File: config.mk
export PLATFORM = sky130hd
export DESIGN_NAME = tpt_list
export DESIGN_NICKNAME = d
export VERILOG_FILES = /design/src/hw/rtl/tpt_pkg.sv /design/src/hw/rtl/tpt_list.sv
export SDC_FILE = /design/constraint.sdc
export NUM_CORES = 2
export LEC_CHECK = 0
export BUFFER_PORTS_ARGS = -buffer_cell sky130_fd_sc_hd__buf_2
export CORE_MARGIN = 2
export CORE_UTILIZATION = 60
export DETAILED_ROUTE_END_ITERATION = 8
export PLACE_DENSITY = 0.76
export SLEW_MARGIN = 40
export SYNTH_ARGS = -nofsm -noshare
export SYNTH_HDL_FRONTEND = slang
export SYNTH_SLANG_ARGS = --single-unit
File: constraint.sdc
create_clock -name aclk -period 3.6 [get_ports aclk]
set_clock_uncertainty 0.05 [all_clocks]
set_input_delay 0.18 -clock aclk [delete_from_list [all_inputs] [get_ports aclk]]
set_output_delay 0.18 -clock aclk [all_outputs]
set_load 0.02 [all_outputs]
File: src/hw/rtl/tpt_pkg.sv
`default_nettype none

package tpt_pkg;

    localparam int ADDR_W       = 16;
    localparam int OFFSET_BITS  = 8;
    localparam int PAGE_W       = ADDR_W - OFFSET_BITS;
    localparam int FRAME_W      = 8;

    localparam int TLB_ENTRIES  = 16;
    localparam int TLB_IDX_W    = $clog2(TLB_ENTRIES);

    localparam int LIST_ENTRIES = 256;
    localparam int LIST_IDX_W   = $clog2(LIST_ENTRIES);
    localparam int LIST_CNT_W   = $clog2(LIST_ENTRIES + 1);

    localparam int NUM_FRAMES   = 256;

    typedef logic [PAGE_W-1:0]     page_t;
    typedef logic [FRAME_W-1:0]    frame_t;
    typedef logic [TLB_IDX_W-1:0]  tlb_idx_t;
    typedef logic [LIST_IDX_W-1:0] list_idx_t;
    typedef logic [LIST_CNT_W-1:0] list_cnt_t;

    typedef struct packed {
        page_t  page;
        frame_t frame;
    } entry_t;

    typedef struct packed {
        logic   en;
        entry_t entry;
    } tlb_wr_t;

    typedef struct packed {
        logic      rd_en;
        list_idx_t rd_addr;
        logic      wr_en;
        list_idx_t wr_addr;
        entry_t    wr_entry;
        logic      fill_inc;
    } list_ctl_t;

endpackage

`default_nettype wire

File: src/hw/rtl/tpt_list.sv
`default_nettype none

module tpt_list
    import tpt_pkg::*;
(
    input  wire logic      aclk,
    input  wire logic      aresetn,
    input  wire list_ctl_t ctl,
    output entry_t         rd_entry,
    output list_cnt_t      fill
);

    entry_t    mem [LIST_ENTRIES];
    entry_t    rd_reg;
    list_cnt_t fill_reg;

    assign rd_entry = rd_reg;
    assign fill     = fill_reg;

    always_ff @(posedge aclk) begin
        if (ctl.wr_en) begin
            mem[ctl.wr_addr] <= ctl.wr_entry;
        end
        if (ctl.rd_en) begin
            rd_reg <= mem[ctl.rd_addr];
        end
    end

    always_ff @(posedge aclk) begin
        if (!aresetn) begin
            fill_reg <= '0;
        end else if (ctl.fill_inc) begin
            fill_reg <= fill_reg + 1'b1;
        end
    end

endmodule

`default_nettype wire
* After elaboration in Yosys (flattened, before gate mapping)
Memory sizes are Yosys's and may differ from the RTL's. A register that Yosys moved wholly into a read port is not among the register bits. Index checks and enable logic that the tools add are counted.
Storage, ports and cells: memory bits (writable) 4096, bits in latches 0, memories kept 1, flip-flop bits (word level) 9, memory bits (read-only) 0
Memories:
- mem | words 256, bits a word 16, rd ports 1, clocked after Yosys merged registers in 1, write ports 1, line tpt_list.sv:13 | entry_t mem [LIST_ENTRIES];
Cells by class: magnitude comparators 0, equality and inequality tests 0, reductions and logical operators 0, divide/modulo/power cells 0, bitwise operators 0, add/sub/neg operators 1, multiplexer cells 2, multipliers 0, shift operators 0
Operator list (count):
- adder 9 x 1 -> 9 bit (second input constant) | 1
- two-way mux 1 bit | 2

* Depth between registers and ports, before layout
word-level depth 2, gate-level depth with buffers 14, gate-level depth less buffers 7

* Worst setup path after synthesis
Ideal clock, no wire load.
kind input port to flip-flop, from input port ctl[26] (netlist bit), to register, netlist name rd_entry[14], stages on the path 10, arrival 2.380 ns, slack 0.915 ns, setup time 0.255 ns, cells stage by stage buf_6 -> buf_12 -> buf_12 -> buf_6 -> buf_2 -> mux4_2 -> mux4_2 -> a22oi_1 -> nand3_1 -> and3_1
RTL lines:
- start: declaration | line tpt_list.sv:8 | input wire list_ctl_t ctl,

==> metrics <==
Setup crit end kind flip-flop; Detail Placement HPWL 246000 um; drt initial violations 13900; Fmax achieved 282 MHz; Clock Pin Slew Worst Setup and Hold Paths 0.06 ns; RSZ-0062 raised after global routing no; Top Ports 62; # nets final 8187; DR WL/cell 35.5 um; CP Data Arrival Time 4.33 ns; clk root buf clkbuf_16; postcts setup bufs 0; Slew HR 32.4%; total gr overflow 0; Synth area leader edfxtp_1; Worst Setup Start Kind flip-flop; worst setup path class reg2reg; DIE WIDTH 519 um; ys async rst share 0%; TritonCTS clock tree built; final WL 428000 um; #FFs+latches synth 4121; P per Cell Area 550 mW/mm2; Total Power 99.7 mW; Inserted Clock Buffers 397; area of the core 0.265 mm2; Via-to-Cell Ratio 6.89; H-tree depth 5; leakage power 58.4 nW; Final TNS setup 0 ns; Synth area leaders edfxtp_1, mux4_2, mux2i_1; area post-placement 0.168 mm2; reg2reg end rd_entry[4]$_DFFE_PP_; register area share after synthesis 77.6%; crit path to rd_entry[4]$_DFFE_PP_; antenna-violating nets left 0; Worst-Margin Slew 1.01 ns; final instance area 0.181 mm2; Mapped Avg Cell Area 21.4 um2; critical path startpoint mem[248][4]$_DFFE_PP_; Synth Cell Area 0.159 mm2; GP Congestion 0.931; total global-route track usage 31.5%; cts hold-fix bufs 31; yosys warns 0; Die Area 0.270 mm2; global-route wire length before repair 604000 um; Final Cycle Share 98.4%; VDD IR max 0.000537 V; row count 189; worst-skew pair later-pin latency 0.98 ns; final setup violation count 0; PortBufs 61; Post-Route Utilization 68.5%; reg-to-reg startpoint mem[248][4]$_DFFE_PP_; Max-cap violations 0; synth-to-layout area growth 13.8%; worst-path maximum fanout 2; number of flops mapped to enable cells by yosys 4112; final-report hold violation count 0; initial core utilization 60.2%; largest net degree at the start of global routing 129; worst min path class in2reg; CTS Sinks 4121; share of layout cells above drive strength 1 25.8%; status finished clean; Pins Over Slew Limit 0; cells on worst reg2reg path 8; Post-Synthesis Cells 7446; fin crit period 3.54 ns; die height 519 um; PostCTS Resize Cnt 0; WP data required 4.39 ns; Yosys top cell area share 77.5%; vias in the first global route 81900; max reg flops 4096; fillcell total 15500; antenna violations before repair 39; Mapped Nets 7484; via count 83100; top_reg_cell synth edfxtp_1; Max clock buf depth 4; worst reg2reg setup slack 0.06 ns; residual DRC count 0; dpl ws -0.401 ns; Unique masters post-synth 58; Setup WS post-layout 0.0581 ns; drt pass-1 iters 6
cell usage in the layout (no fill, tap or decap), types with 20 or more instances in the layout:
cell type      instances
edfxtp_1            4112
clkinv_1             112
nor3_1               159
clkbuf_16            398
dlygate4sd3_1         31
nor2_1               360
a22oi_1               35
buf_12                93
o221ai_1             135
clkbuf_1              67
buf_2                 40
nor4_1                29
buf_4                565
nand4_1               20
o22ai_1              162
a21oi_1              119
nand3_1               59
bufinv_16             40
mux4_2               861
mux2i_1              509
a211oi_1              33
o21ai_0               61
nand2_1              148
clkinv_2              71
diode_2               41
report_power, final:
part,switching [mW],total (mW),leakage [nW],internal (mW)
registers,0.0920,53.0,37.0,52.9
clock network,18.2,41.5,6.29,23.3
logic,3.37,5.23,15.1,1.87
worst max-delay path, cell delays in order (launching register included):
cell      delay (ns)
edfxtp_1        0.33
mux2i_1         0.06
o22ai_1         0.48
nor3_1          0.12
or4_1           0.60
or4_1           0.56
nor4_1          0.82
buf_4           0.24
and3_1          0.16
worst min path at each step:
stage | cells after the start | startpoint | slack, ns | to
after detailed placement | 2 | aresetn | 0.45 | fill[2]$_SDFFE_PN0P_
after global routing | 4 | ctl[0] | 0.08 | fill[1]$_SDFFE_PN0P_
final | 4 | ctl[0] | 0.08 | fill[1]$_SDFFE_PN0P_
after CTS | 4 | ctl[0] | 0.02 | fill[1]$_SDFFE_PN0P_
after floorplan | 0 | ctl[1] | 0.23 | mem[0][0]$_DFFE_PP_
after global placement | 2 | aresetn | 0.43 | fill[2]$_SDFFE_PN0P_
final cells by class:
type	instances	area (um2)	share of cell area, %
flip-flops and latches	4121	124000	68.2
multi-input cells	2871	33100	18.3
clock buffers	465	10200	5.63
repair buffers	754	7070	3.90
well taps	3533	4420	2.44
clock inverters	266	2740	1.51
diodes	41	103	0.0566
inverters	4	25.0	0.0138
through the flow:
step,hold WS [ns],instances
final,0.0788,12100
after global routing,0.0775,12000
after CTS,0.0232,12000
after detailed placement,0.454,11200
after global placement,0.428,11200
after floorplan,0.229,7446
logic make-up (layout without fill, tap and decap cells):
kind of cell	count (synthesis)	in the layout	synth area share (%)
compound gates	607	607	2.61
simple gates	871	871	2.43
other cells	0	41	0
fa+ha+maj	1	1	0.00785
flops	4121	4121	77.6
xor+xnor	6	6	0.0330
buf+inv	454	1489	1.69
mux	1386	1386	15.6
cell usage after synthesis (all sizes together) (17+ instances only):
master and count:
edfxtp 4112, mux4 877, mux2i 509, nor2 376
buf 265, clkbuf 185, o22ai 168, nor3 161
nand2 152, o221ai 135, a21oi 119, nand3 68
o21ai 65, a211oi 35, a22oi 35, nor4 29
nand4 20, a2111oi 17
layer usage:
metal / vias up / wire length (um) / global-route usage (%)
met5: - / 149 / 0
met4: 22 / 21700 / 13.8
li1: 32800 / - / -
met2: 6324 / 202000 / 48.5
met1: 43000 / 150000 / 44.0
met3: 1005 / 54100 / 6.95
(Power assumes the default switching activity.)
