<file path="src/hw/rtl/tpt_pkg.sv">
`default_nettype none

package tpt_pkg;

    localparam int ADDR_W       = 16;
    localparam int OFFSET_BITS  = 8;
    localparam int PAGE_W       = ADDR_W - OFFSET_BITS;
    localparam int FRAME_W      = 8;

    localparam int TLB_ENTRIES  = 16;
    localparam int TLB_IDX_W    = $clog2(TLB_ENTRIES);

    localparam int LIST_ENTRIES = 256;
    localparam int LIST_IDX_W   = $clog2(LIST_ENTRIES);
    localparam int LIST_CNT_W   = $clog2(LIST_ENTRIES + 1);

    localparam int NUM_FRAMES   = 256;

    typedef logic [PAGE_W-1:0]     page_t;
    typedef logic [FRAME_W-1:0]    frame_t;
    typedef logic [TLB_IDX_W-1:0]  tlb_idx_t;
    typedef logic [LIST_IDX_W-1:0] list_idx_t;
    typedef logic [LIST_CNT_W-1:0] list_cnt_t;

    typedef struct packed {
        page_t  page;
        frame_t frame;
    } entry_t;

    typedef struct packed {
        logic   en;
        entry_t entry;
    } tlb_wr_t;

    typedef struct packed {
        logic      rd_en;
        list_idx_t rd_addr;
        logic      wr_en;
        list_idx_t wr_addr;
        entry_t    wr_entry;
        logic      fill_inc;
    } list_ctl_t;

endpackage

`default_nettype wire

</file>
<file path="src/hw/rtl/tpt_tlb.sv">
`default_nettype none

module tpt_tlb
    import tpt_pkg::*;
(
    input  wire logic    aclk,
    input  wire logic    aresetn,
    input  wire tlb_idx_t rd_idx,
    output logic         rd_valid,
    output entry_t       rd_entry,
    input  wire tlb_wr_t wr
);

    entry_t                 entry_reg [TLB_ENTRIES];
    logic [TLB_ENTRIES-1:0] valid_reg;
    tlb_idx_t               slot_reg;
    tlb_idx_t               slot_next;

    assign rd_valid = valid_reg[rd_idx];
    assign rd_entry = entry_reg[rd_idx];

    always_comb begin
        if (slot_reg == TLB_IDX_W'(TLB_ENTRIES - 1)) begin
            slot_next = '0;
        end else begin
            slot_next = slot_reg + 1'b1;
        end
    end

    always_ff @(posedge aclk) begin
        if (!aresetn) begin
            valid_reg <= '0;
            slot_reg  <= '0;
        end else if (wr.en) begin
            valid_reg[slot_reg] <= 1'b1;
            slot_reg            <= slot_next;
        end
    end

    always_ff @(posedge aclk) begin
        if (wr.en) begin
            entry_reg[slot_reg] <= wr.entry;
        end
    end

endmodule

`default_nettype wire

</file>
<file path="config.mk">
export PLATFORM = sky130hd
export DESIGN_NAME = tpt_tlb
export DESIGN_NICKNAME = d
export VERILOG_FILES = /design/src/hw/rtl/tpt_pkg.sv /design/src/hw/rtl/tpt_tlb.sv
export SDC_FILE = /design/constraint.sdc
export NUM_CORES = 1
export LEC_CHECK = 0
export BUFFER_PORTS_ARGS = -buffer_cell sky130_fd_sc_hd__buf_2
export CAP_MARGIN = 25
export CORE_MARGIN = 2
export CORE_UTILIZATION = 61
export DETAILED_ROUTE_END_ITERATION = 12
export HOLD_SLACK_MARGIN = 0.06
export PLACE_DENSITY = 0.85
export SYNTH_ARGS = -nofsm -noshare
export SYNTH_HDL_FRONTEND = slang
export SYNTH_SLANG_ARGS = --single-unit
export TNS_END_PERCENT = 5
</file>
<file path="constraint.sdc">
create_clock -name aclk -period 3.5 [get_ports aclk]
set_clock_uncertainty 0.1 [all_clocks]
set_input_delay 0.175 -clock aclk [delete_from_list [all_inputs] [get_ports aclk]]
set_output_delay 0.175 -clock aclk [all_outputs]
set_load 0.01 [all_outputs]
</file>
Yosys cells after proc, flatten, opt, wreduce, memory -nomap -nowiden:

Memory sizes are Yosys's and may differ from the RTL's.
Cells that the tools add are included.

* $lt $le $gt $ge: 3
* reduce and logical (&&, ||, !) cells: 1
* add/subtract/negate cells: 1
* equal/unequal tests: 1
* bitwise operators: 1
* mux-type cells: 7

Operator list (count)
* OR 16 bit: 1
* less-than comparator 4 x 5 -> 1 bit (second input constant): 2
* adder 4 x 1 -> 4 bit (second input constant): 1
* binary-select mux 1 bit (select 4 bit): 1
* demux 1 bit (select 4 bit): 1
* == test 4 bit (second input constant): 1
* greater-or-equal comparator 4 x 1 -> 1 bit (second input constant): 1
* two-way mux 1 bit: 4
* two-way mux 4 bit: 1
* logical AND 1 bit: 1

* memories: 1
* RAM bits: 256
* register bits: 20

Memories
* entry_reg: words 16, width 16, rd ports 1, clocked after memory_dff 0, wr ports 1, RTL line tpt_tlb.sv:14 `entry_t entry_reg [TLB_ENTRIES];`

Logic depth before layout (Yosys ltp):

Gate-level depths: netlist of the first run.

* word-level depth: 5
* gate-level depth with buffers: 6
* depth with buffers taken out: 4

Worst setup path before layout of the first run:

No wires, ideal clock.

* path kind: register -> register
* start point: register slot_reg[0]
* end point: memory entry_reg[7][0] (netlist name) (enable)
* arrival time: 1.935 ns
* data required time: 2.985 ns
* stages on the path, launching flop included: 3
* path buffers: 0
* period minus slack after synthesis: 2.450 ns
* setup time: 0.415 ns
* path slack: 1.050 ns
* cells stage by stage: dfxtp_1 > ha_1 > nor3b_1

RTL lines
* start, declared: RTL line tpt_tlb.sv:16 `tlb_idx_t slot_reg;`
* start signal, assigned: RTL line tpt_tlb.sv:36 `slot_reg <= slot_next;`
* end, declared: RTL line tpt_tlb.sv:14

No word-level cell before the write port.

==> results of run 1 <==
## metrics by stage
| step | total power [mW] | setup slack, ps |
|---|---|---|
| floorplan | 3.92 | 1050 |
| global placement | 4.02 | 1230 |
| detailed placement | 4.04 | 1200 |
| CTS | 6.39 | 1170 |
| global route | 6.53 | 1060 |
| finish | 6.38 | 1150 |
## cell type report
| cell class | count | area, µm² | area share |
|---|---|---|---|
| flip-flops and latches | 276 | 8090 | 0.672 |
| multi-input cells | 176 | 2350 | 0.195 |
| clock buffers | 31 | 648 | 0.0538 |
| repair buffers | 83 | 608 | 0.0505 |
| well taps | 225 | 282 | 0.0234 |
| clock inverters | 12 | 55.1 | 0.00457 |
| inverters | 2 | 7.51 | 0.000624 |
## worst paths after layout
check,end,slack (ps),from,cells after the start
worst max-delay path,rd_entry[14],1150,rd_idx[1],6
worst min-delay path,valid_reg[13]$_SDFFE_PN0P_,370,valid_reg[13]$_SDFFE_PN0P_,1
worst max register to register,entry_reg[8][1]$_DFFE_PP_,1250,slot_reg[3]$_SDFFE_PN0P_,3
worst min register to register,valid_reg[13]$_SDFFE_PN0P_,370,valid_reg[13]$_SDFFE_PN0P_,1
## cells by family after synthesis
kind of cell,share of synthesized area
compound gates,0.0377
simple gates,0.0242
xor+xnor,0.000824
flops,0.761
fa+ha+maj,0.00471
buf+inv,0.0201
mux,0.152
## worst max-delay path: stages
cell,delay (ps)
buf_2,650
buf_4,380
mux4_2,380
a22oi_1,220
nand2_1,110
buf_2,150
## power groups by stage
stage	sequential, mW	combinational, mW	clock, mW
floorplan	3.71	0.201	0
global placement	3.71	0.307	0
detailed placement	3.72	0.322	0
CTS	3.65	0.346	2.39
global route	3.65	0.371	2.51
finish	3.65	0.348	2.38
## layout by cell type, fill, tap and decap left out, drive strengths merged, types with 3 or more instances in the layout
| cell | Yosys | final |
|---|---|---|
| clkinv | 0 | 10 |
| buf | 18 | 64 |
| ha | 4 | 4 |
| o21a | 16 | 16 |
| nand2 | 19 | 19 |
| a22oi | 34 | 34 |
| inv | 2 | 3 |
| dlygate4sd3 | 0 | 19 |
| mux4 | 68 | 68 |
| dfxtp | 20 | 20 |
| and2 | 14 | 14 |
| nor2b | 3 | 3 |
| nor3b | 5 | 5 |
| edfxtp | 256 | 256 |
| clkbuf | 9 | 31 |
## metal layers
layer	part of all wire	GRT usage	wire (µm)
met5	0.00055	0	13
met2	0.49	0.416	11700
met1	0.37	0.363	8760
met4	0.041	0.108	960
met3	0.095	0.0623	2250
## timing repair
| action | in CTS | in global routing |
|---|---|---|
| endpoints found under the hold margin | 276 | 0 |
| gates resized for setup | 0 | 0 |
| endpoints found under the setup margin | 0 | 0 |
| hold buffers | 19 | 0 |
==> qor.yml, run 1 <==
worstSetupEndpointType: "output pin"
grt_pass1_wl_um: 34500
synth_largest_area_cell: "edfxtp_1"
path_clk_slew_ps: 60
slew_violations: 0
setup_tns_ps: 0
drv_cap: 0
ys_types: 31
ys.flop_type: "edfxtp_1"
synth_seq_area_share: 0.761
dieArea_um2: 18500
power.switching_mw: 1.29
period_share: 0.671
root_buffer: "clkbuf_16"
synth.most_common_cell: "edfxtp_1"
status: "completed"
rsz0062_at_grt: "no"
synth.area.top_cells: "edfxtp_1 (72%), mux4_2 (10%), mux4_1 (4.4%)"
cts_tree: "done"
internal-power_mw: 5.09
ys_warn_count: 0
synth_edf_count: 256
syn_area_per_cell_um2: 22.1
syn2layout_area_growth_pct: 13.2
comb_power_share: 0.055
clockBufferDepth: 3
p_clk_frac: 0.373
drt-initial-drc-count: 672
fin_util: 0.701
syn_area_um2: 10600
relSlewSlack: 0.393
io_pins: 40
vias_per_cell: 6.71
antenna_found_initial: 1
drc: 0
power.leakage_nw: 4.01
ctsHtreeMaxLevel: 1
port_buffers: 39
synth-seq-cells: 276
fin_nets: 591
p_sw_frac: 0.202
drive_above_1_share: 0.255
grt_pass1_vias: 5560
dp.cells: 743
synth_top_area_frac: 0.723
cts_made_buffers: 25
largest_register_ffs: 256
wl_um: 23600
gp_congestion: 0.772
drt.antenna.violating_nets: 0
p_seq_frac: 0.572
grt_max_degree: 32
layout_min_cycle_time_ps: 2350
critical_path_class: "primary input to output pin"
critPathLaunchType: "primary input"
required_ps: 3220
fmax_mhz: 426
stdcell_area_um2: 12000
whs_ps: 367
synth_common_cells: "edfxtp_1 (256), mux4_2 (49), a22oi_1 (34)"
fp.dieW_um: 136
hold_violations: 0
cts_setup_buffers: 0
initial_core_util: 0.619
gr-usage-all-layers: 0.264
n_fill_cell: 1016
die_y_um: 136
async_flop_share: 0
post_drt_wl_per_cell_um: 29.4
clkSinkCount: 276
place_hpwl_um: 13200
first_pass_iters: 5
antenna_cells: 0
coreArea_um2: 17200
cp.arrival_ps: 2070
power.density_nw_per_um2: 530
num_rows: 48
final-instance-count-excl-fill: 805
hold_path_class: "register to register"
clock_latency_ps: 510
vias: 5398
irDropWorstVdd_mv: 0.354
setup_viol: 0
place_area_um2: 11100
synth_nets: 508
critPathMaxFanout: 31
overflow: 0
syn_inst: 481
tightest_slew_ps: 911
No activity file was read; power rests on OpenSTA's default activity.
==> run 2: changes to the inputs <==
--- a/config.mk
+++ b/config.mk
@@ -8,10 +8,10 @@
 export BUFFER_PORTS_ARGS = -buffer_cell sky130_fd_sc_hd__buf_2
 export CAP_MARGIN = 25
 export CORE_MARGIN = 2
-export CORE_UTILIZATION = 61
+export CORE_UTILIZATION = 55
 export DETAILED_ROUTE_END_ITERATION = 12
 export HOLD_SLACK_MARGIN = 0.06
-export PLACE_DENSITY = 0.85
+export PLACE_DENSITY = 0.81
 export SYNTH_ARGS = -nofsm -noshare
 export SYNTH_HDL_FRONTEND = slang
 export SYNTH_SLANG_ARGS = --single-unit
==> constraint.sdc (replaced) <==
create_clock -name aclk -period 1.9 [get_ports aclk]
set_clock_uncertainty 0.1 [all_clocks]
set_input_delay 0.095 -clock aclk [delete_from_list [all_inputs] [get_ports aclk]]
set_output_delay 0.095 -clock aclk [all_outputs]
set_load 0.01 [all_outputs]
==> run 2 against run 1 <==
Effect of this change: the flow now finishes with violations (setup timing); core utilization decreased by 3.3 points; die area up 11%; power up 96%; routed wire length rose by 0.45%; setup slack got worse by 1400 ps; via count decreased by 0.61%; largest power group unchanged; combinational power up 99%; count of clock-buffer cells in the layout grew 2; final area up 4.4%; clock power up 120%.
==> qor.yml, run 2 (synthesis results as in run 1) <==
port_buffers: 39
drt.antenna.violating_nets: 0
antenna_found_initial: 0
initial_core_util: 0.565
gp_congestion: 0.767
drc: 0
num_rows: 50
cts_tree: "done"
hold_violations: 0
fin_ws_ps: -241
slew_violations: 0
fmax_mhz: 467
worstSetupEndpointType: "output pin"
path_clk_slew_ps: 60
grt_util_met1: 0.329
violations: "setup timing"
relSlewSlack: 0.268
hold_path_class: "register to register"
stdcell_area_um2: 12600
syn2layout_area_growth_pct: 18.3
overflow: 0
clkSinkCount: 276
layout_min_cycle_time_ps: 2140
dp.cells: 794
drive_above_1_share: 0.313
power.leakage_nw: 4.19
drv_cap: 0
tightest_slew_ps: 1100
critical_path_class: "register to output pin"
vias_per_cell: 6.25
clockBufferDepth: 3
cts_setup_buffers: 0
largest_register_ffs: 256
coreArea_um2: 18800
dieArea_um2: 20500
critPathLaunchType: "register"
grtUsageMet2: 0.397
irDropWorstVdd_mv: 0.603
root_buffer: "clkbuf_16"
clock_latency_ps: 520
grt-busiest-layer: "met2"
io_pins: 40
final_common_cell: "edfxtp_1"
ctsHtreeMaxLevel: 1
grt_pass1_wl_um: 35000
first_pass_iters: 5
grt_pass1_vias: 5630
place_hpwl_um: 13100
setup_viol: 17
post_drt_wl_per_cell_um: 27.7
rsz0062_at_grt: "yes"
cts_made_buffers: 27
power.density_nw_per_um2: 997
gr-usage-all-layers: 0.242
required_ps: 1700
use_met3: 0.0399
finalPower_mw: 12.5
wl_um: 23700
die_y_um: 143
final_cell_mix: "edfxtp_1 (256), mux4_2 (54), buf_2 (37), clkbuf_16 (27), buf_4 (25)"
critPathMaxFanout: 1
final-instance-count-excl-fill: 858
fp.dieW_um: 143
vias: 5365
period_share: 1.13
fin_nets: 609
cp.arrival_ps: 1950
place_area_um2: 11500
fin_util: 0.668
grt_max_degree: 38
status: "finished, violations left"
drt-initial-drc-count: 668
antenna_cells: 0
[run 2: where the power goes]
| group | switching (mW) | total [mW] | leakage (nW) | internal [mW] |
|---|---|---|---|---|
| registers | 0.0222 | 6.72 | 2.47 | 6.70 |
| logic | 0.383 | 0.692 | 1.31 | 0.309 |
| clock network | 2.12 | 5.12 | 0.404 | 3.00 |
| total | 2.52 | 12.5 | 4.19 | 10.0 |
[run 2: critical path, cell delays in order, from the launching register on]
cell	delay, ps
edfxtp_1	450
mux4_2	540
a22oi_2	170
nand2_1	110
buf_2	160
[run 2: repair_timing]
action	in CTS	in global routing
hold endpoints to repair	276	0
resized for setup	14	6
hold buffers	19	0
setup endpoints to repair	17	18
cloned	0	0
pin swaps	17	1
[run 2: final cells by class]
type	instances	area (µm²)
fill	1128	6260
multi-input combinational	176	2400
tap	260	325
inverter	2	7.51
sequential	276	8090
clock inverter	12	138
timing repair buffer	99	915
clock buffer	33	698
[run 2: worst paths after layout]
check | slack, ps | from | end | cells past startpoint
min | 370 | valid_reg[9]$_SDFFE_PN0P_ | valid_reg[9]$_SDFFE_PN0P_ | 1
max reg2reg | 170 | slot_reg[3]$_SDFFE_PN0P_ | entry_reg[0][14]$_DFFE_PP_ | 3
max | -240 | entry_reg[10][5]$_DFFE_PP_ | rd_entry[5] | 4
min reg2reg | 370 | valid_reg[9]$_SDFFE_PN0P_ | valid_reg[9]$_SDFFE_PN0P_ | 1
[run 2: stage by stage]
step	setup TNS [ps]	hold WS [ps]	setup slack [ps]
after floorplan	-25830	93.9	-527
after global placement	0	334	102
after detailed placement	0	350	54.8
after CTS	-2560	369	-225
after global routing	-3380	386	-266
final	-2340	372	-241
[run 2: per-layer routing]
layer  vias up  part of all wire  wire length [µm]
met5         -                 0                 0
met4         0             0.037               880
met3        68             0.080              1910
met2       285              0.50             12000
met1      2784              0.38              8990
li1       2228                 -                 -
